==> src/hdl/cb32enc_pkg.sv <==
`default_nettype none

package cb32enc_pkg;

  localparam int unsigned GroupW  = 5;
  localparam int unsigned SymW    = 7;
  localparam int unsigned ByteW   = 8;
  localparam int unsigned MaxSyms = 3;

  typedef enum logic [2:0] {
    PH_0 = 3'd0,
    PH_1 = 3'd1,
    PH_2 = 3'd2,
    PH_3 = 3'd3,
    PH_4 = 3'd4
  } phase_e;

  typedef logic [GroupW-1:0] group_t;
  typedef logic [SymW-1:0]   sym_t;

  localparam sym_t Alphabet [32] = '{
    7'h30, 7'h31, 7'h32, 7'h33, 7'h34, 7'h35, 7'h36, 7'h37,
    7'h38, 7'h39, 7'h41, 7'h42, 7'h43, 7'h44, 7'h45, 7'h46,
    7'h47, 7'h48, 7'h4A, 7'h4B, 7'h4D, 7'h4E, 7'h50, 7'h51,
    7'h52, 7'h53, 7'h54, 7'h56, 7'h57, 7'h58, 7'h59, 7'h5A
  };

endpackage

`default_nettype wire

==> src/hdl/crockford_base32_encoder.sv <==
`default_nettype none
// Path: a byte's groups go to the group buffer, then each symbol to the output register.
// Throughput: one symbol per cycle while the output is not stalled; a byte makes
// one or two symbols (three for a last byte with a pending group), and the
// next byte enters in the cycle its predecessor's final symbol leaves the buffer.
// Reset: rst_ni clears phase, carry, buffer count and output valid at once.
module crockford_base32_encoder (
  input  wire logic       clk_i,
  input  wire logic       rst_ni,
  input  wire logic       s_axis_tvalid,
  output logic            s_axis_tready,
  input  wire logic [7:0] s_axis_tdata,   // [7:0] data_byte
  input  wire logic       s_axis_tlast,   // end_of_message
  output logic            m_axis_tvalid,
  input  wire logic       m_axis_tready,
  output logic [7:0]      m_axis_tdata,   // [6:0] symbol, [7] zero
  output logic            m_axis_tlast    // last_symbol
);

  cb32enc_pkg::phase_e phase_q, phase_d;
  cb32enc_pkg::group_t carry_q, carry_d;

  cb32enc_pkg::group_t grp_q [cb32enc_pkg::MaxSyms];
  cb32enc_pkg::group_t grp_d [cb32enc_pkg::MaxSyms];
  logic [1:0] cnt_q, cnt_d, nsym;
  logic [1:0] ptr_q, ptr_d;
  logic       last_q, last_d;

  logic                   out_vld_q, out_vld_d;
  cb32enc_pkg::sym_t      out_sym_q, out_sym_d;
  logic                   out_last_q, out_last_d;

  logic                          acc, pop;
  logic [cb32enc_pkg::ByteW-1:0] c;
  cb32enc_pkg::phase_e           ph_nxt;
  cb32enc_pkg::group_t           cb_nxt;
  cb32enc_pkg::group_t           g0, g1, g2;
  logic [1:0]                    n_base;

  assign c   = s_axis_tdata;
  assign pop = (cnt_q != 2'd0) && (!out_vld_q || m_axis_tready);
  assign s_axis_tready = (cnt_q == 2'd0) || ((cnt_q == 2'd1) && pop);
  assign acc = s_axis_tvalid && s_axis_tready;

  // split the byte into groups
  always_comb begin
    g0     = '0;
    g1     = '0;
    g2     = '0;
    n_base = 2'd1;
    cb_nxt = '0;
    ph_nxt = cb32enc_pkg::PH_0;
    case (phase_q)
      cb32enc_pkg::PH_1: begin
        g0     = carry_q | {3'b000, c[7:6]};
        g1     = c[5:1];
        n_base = 2'd2;
        cb_nxt = {c[0], 4'b0000};
        ph_nxt = cb32enc_pkg::PH_2;
      end
      cb32enc_pkg::PH_2: begin
        g0     = carry_q | {1'b0, c[7:4]};
        cb_nxt = {c[3:0], 1'b0};
        ph_nxt = cb32enc_pkg::PH_3;
      end
      cb32enc_pkg::PH_3: begin
        g0     = carry_q | {4'b0000, c[7]};
        g1     = c[6:2];
        n_base = 2'd2;
        cb_nxt = {c[1:0], 3'b000};
        ph_nxt = cb32enc_pkg::PH_4;
      end
      cb32enc_pkg::PH_4: begin
        g0     = carry_q | {2'b00, c[7:5]};
        g1     = c[4:0];
        n_base = 2'd2;
      end
      default: begin
        g0     = c[7:3];
        cb_nxt = {c[2:0], 2'b00};
        ph_nxt = cb32enc_pkg::PH_1;
      end
    endcase
    nsym = n_base;
    if (s_axis_tlast && (ph_nxt != cb32enc_pkg::PH_0)) begin
      nsym = n_base + 2'd1;
      if (n_base == 2'd1) begin
        g1 = cb_nxt;
      end else begin
        g2 = cb_nxt;
      end
    end
  end

  always_comb begin
    phase_d = phase_q;
    carry_d = carry_q;
    grp_d   = grp_q;
    cnt_d   = cnt_q;
    ptr_d   = ptr_q;
    last_d  = last_q;
    if (pop) begin
      cnt_d = cnt_q - 2'd1;
      ptr_d = ptr_q + 2'd1;
    end
    if (acc) begin
      grp_d[0] = g0;
      grp_d[1] = g1;
      grp_d[2] = g2;
      cnt_d    = nsym;
      ptr_d    = 2'd0;
      last_d   = s_axis_tlast;
      phase_d  = s_axis_tlast ? cb32enc_pkg::PH_0 : ph_nxt;
      carry_d  = s_axis_tlast ? '0 : cb_nxt;
    end
  end

  // output stage: advance on pop, drop when taken
  always_comb begin
    out_vld_d  = out_vld_q;
    out_sym_d  = out_sym_q;
    out_last_d = out_last_q;
    if (pop) begin
      out_vld_d  = 1'b1;
      out_sym_d  = cb32enc_pkg::Alphabet[grp_q[ptr_q]];
      out_last_d = last_q && (cnt_q == 2'd1);
    end else if (m_axis_tready) begin
      out_vld_d = 1'b0;
    end
  end

  always_ff @(posedge clk_i or negedge rst_ni) begin
    if (!rst_ni) begin
      phase_q   <= cb32enc_pkg::PH_0;
      carry_q   <= '0;
      cnt_q     <= 2'd0;
      ptr_q     <= 2'd0;
      out_vld_q <= 1'b0;
    end else begin
      phase_q   <= phase_d;
      carry_q   <= carry_d;
      cnt_q     <= cnt_d;
      ptr_q     <= ptr_d;
      out_vld_q <= out_vld_d;
    end
  end

  always_ff @(posedge clk_i) begin
    grp_q      <= grp_d;
    last_q     <= last_d;
    out_sym_q  <= out_sym_d;
    out_last_q <= out_last_d;
  end

  assign m_axis_tvalid = out_vld_q;
  assign m_axis_tdata  = {1'b0, out_sym_q};
  assign m_axis_tlast  = out_last_q;

endmodule

`default_nettype wire

==> config.mk <==
export PLATFORM = sky130hd
export DESIGN_NAME = crockford_base32_encoder
export DESIGN_NICKNAME = d
export VERILOG_FILES = /design/src/hdl/cb32enc_pkg.sv /design/src/hdl/crockford_base32_encoder.sv
export SDC_FILE = /design/constraint.sdc
export NUM_CORES = 1
export LEC_CHECK = 0
export ABC_CLOCK_PERIOD_IN_PS = 1900
export BUFFER_PORTS_ARGS = -buffer_cell sky130_fd_sc_hd__clkbuf_2
export CELL_PAD_IN_SITES_DETAIL_PLACEMENT = 0
export CELL_PAD_IN_SITES_GLOBAL_PLACEMENT = 1
export CORE_MARGIN = 8
export CORE_UTILIZATION = 42
export CTS_CLUSTER_DIAMETER = 120
export DETAILED_ROUTE_END_ITERATION = 7
export GPL_TIMING_DRIVEN = 0
export PLACE_DENSITY_LB_ADDON = 0.1
export SETUP_SLACK_MARGIN = 0.15
export SLEW_MARGIN = 20
export SYNTH_ARGS = -nofsm -noshare
export SYNTH_HDL_FRONTEND = slang
export SYNTH_SLANG_ARGS = --single-unit
export TNS_END_PERCENT = 1
==> constraint.sdc <==
create_clock -name clk_i -period 1.9 [get_ports clk_i]
set_input_delay 0.095 -clock clk_i [delete_from_list [all_inputs] [get_ports clk_i]]
set_output_delay 0.095 -clock clk_i [all_outputs]
set_load 0.01 [all_outputs]
==> impl_metrics.yaml <==
sta:
  max_freq_mhz: 523
  hold_viol: 0
  slew_viol_final: 0
  finalCritPeriodShare_pct: 101
  fin_crit_ps: 1910
  skew_ps: 8.91
  setup_viol: 2
  fin_ws_ps: -13.5
  rsz0062_at_grt: "true"
  fin_setup_tns_ps: -20.3
global_routing:
  grt_overflow: 0
  grt_pass1_vias: 1753
  antenna_found_initial: 0
  track_usage_pct: 13.5
  grt_pass1_wl_mm: 8.34
  grt_max_degree: 19
logic_synthesis:
  syn_area_per_cell_sq_um: 10.3
  ys_top_cells_by_area: "edfxtp_1 (31%), dfrtp_1 (13%), ha_1 (5.5%), nand2_1 (4.2%), mux2i_1 (4.0%)"
  synth_top_area_share_pct: 30.6
  synth_edf_count: 23
  synth.most_common_cell: "nand2_1"
  synthArstFlopShare_pct: 34.3
  synth.net_count: 241
  synth_cell_types: 55
  syn_area_sq_um: 2260
  yosysTopAreaCell: "edfxtp_1"
  yosysSeqAreaShare_pct: 43.9
  yosysWarnings: 0
  synth.ff_latch_count: 35
  ys_top_cells_by_count: "nand2_1 (25), edfxtp_1 (23), o21ai_0 (15), nor2_1 (13), dfrtp_1 (12)"
  synthFlopType: "edfxtp_1"
  syn_inst: 218
critical_path:
  worstPathArrival_ps: 1940
  start_kind: "register"
  startpoint: "ptr_q[1]"
  setup.worst_path.end_class: "register"
  required_ps: 1930
  worstPathMaxFanout: 8
  worstReg2RegStart: "ptr_q[1]"
  critPathKind: "reg2reg"
floorplanning:
  core_area_sq_um: 5140
  start_util_pct: 43.9
  die_w_um: 89.3
  fp.dieH_um: 89.3
  die_area_sq_um: 7970
  rows: 26
  pin_count: 24
placement:
  dp_cells: 310
  port_buffers: 22
  hpwl_mm: 3.73
  gp_congestion: 0.846
pwr:
  p_total_uw: 5070
  power_density_nw_per_um2: 1800
  vdd_drop_max_mv: 0.860
  p_leak_uw: 0.00112
clocking:
  htree_levels: 2
  cts_made_buffers: 5
  clock_latency_ps: 290
  path_clk_slew_ps: 80
  cts_tree: "yes"
  cts.path.max_buffers: 2
  cts_root_buffer: "clkbuf_8"
  cts.sinks: 35
cells_and_area:
  antenna_cells: 0
  syn_to_final_growth_pct: 24.7
  drive_above_1_share_pct: 36.6
  stdcell_count: 332
  nNetsFinal: 284
  num-fill-cells: 481
route:
  vias_per_cell: 5.48
  antenna_left: 0
  num_vias: 1818
  first_iter_violations: 105
  routed_wirelength_mm: 5.10
  dr.pass1.iters: 4
  routedWlPerCell_um: 15.4
  drc_errors: 0
status:
  violations: "negative setup slack"
  status: "finished with violations"
flow_run:
  maxCapViolations: 0
min_path:
  hold_class: "in2reg"
  min-delay-start: "s_axis_tlast"
[repair_timing]
action	in CTS	in global routing
resized for setup	6	38
hold endpoints to repair	12	0
pin swaps	3	8
cloned	0	0
buffers inserted	10	3
hold buffers	1	0
setup endpoints to repair	35	46
[per-stage QoR]
stage / setup slack [ps] / hold WS, ps / util [%] / area [sq um]
finish: -13.5 / 42.8 / 54.7 / 2810
global route: -106 / 42.8 / 54.7 / 2810
CTS: 7.69 / 29.3 / 51.9 / 2670
detailed placement: -187 / 7.53 / 47.9 / 2460
global placement: -114 / 6.70 / 47.9 / 2460
floorplan: 50.3 / -201 / - / 2270
[power breakdown]
group | total [uW] | leakage, uW | switching (uW) | internal [uW]
combinational | 3140 | 0.000707 | 1690 | 1450
sequential | 1410 | 0.000368 | 151 | 1260
clock | 526 | 0.0000418 | 271 | 255
[layout make-up]
class                           count  area, sq um  share of cell area, %
Multi-Input combinational cell    158         1250                   44.6
Sequential cell                    35          993                   35.3
Timing Repair Buffer               36          230                   8.19
Buffer                             14          106                   3.78
Tap cell                           70         87.6                   3.11
Clock buffer                        5         68.8                   2.45
Inverter                           11         52.6                   1.87
Clock inverter                      3         20.0                  0.712
[final timing paths]
| check | to | slack (ps) | depth (start not counted) |
|---|---|---|---|
| hold reg to reg | m_axis_tlast | 520 | 1 |
| max in group asynchronous | phase_q[0] | 1410 | 2 |
| min in group asynchronous | cnt_q[1] | 230 | 2 |
| setup reg to reg | out_sym_q[2] | -10 | 7 |
| setup / recovery | out_sym_q[2] | -10 | 7 |
| hold / removal | last_q | 40 | 1 |
[metal layers]
layer	track usage [%]	vias to the layer above	wire [um]
li1	-	889	-
met1	15.7	856	2220
met2	23.7	57	2570
met3	2.67	16	203
met4	5.59	0	104
met5	0	-	0
[layout by cell type (no fill, tap or decap), types with 3 or more instances in the layout]
| master | count |
|---|---|
| nor2b_1 | 3 |
| and2_1 | 3 |
| o31ai_1 | 4 |
| a2bb2oi_2 | 3 |
| clkbuf_2 | 24 |
| o21ai_0 | 14 |
| nor2_1 | 13 |
| a21oi_1 | 8 |
| buf_6 | 4 |
| nand2_1 | 24 |
| edfxtp_1 | 23 |
| xnor2_1 | 4 |
| dfrtp_1 | 10 |
| nand2b_1 | 4 |
| clkbuf_4 | 4 |
| mux2i_1 | 9 |
| clkbuf_8 | 5 |
| a31oi_1 | 5 |
| o22ai_1 | 3 |
| and2_4 | 3 |
| ha_1 | 6 |
| inv_1 | 6 |
| clkinvlp_4 | 4 |
| buf_4 | 13 |
[flip-flops by register name (all words and copies together) (netlist names)]
register,count
phase_q,3
carry_q,4
m_axis_tlast,1
ptr_q,2
grp_q,14
last_q,1
cnt_q,2
out_sym_q,7
m_axis_tvalid,1
[cell families (layout without fill, tap and decap cells)]
| logic type | count (synthesis) | count (layout) | share of synthesized area, % |
|---|---|---|---|
| other | 1 | 1 | 0.166 |
| buffers and inverters | 25 | 69 | 5.43 |
| and+or+nand+nor | 65 | 65 | 13.7 |
| xor gates and xnor gates | 5 | 5 | 1.94 |
| adders and majority gates | 10 | 10 | 5.55 |
| DFF | 35 | 35 | 43.9 |
| AOI/OAI and AO/OA | 64 | 64 | 22.3 |
| muxes | 13 | 13 | 6.99 |
[worst max-delay path, cell delays in order, from the launching register on]
cell and delay [ps]:
dfrtp_1 380, buf_6 130, buf_4 150, mux2i_4 200
o2bb2ai_2 320, nand2_1 160, o31ai_1 220, a31oi_1 90
Note: power is estimated with default switching activity, not from simulation.
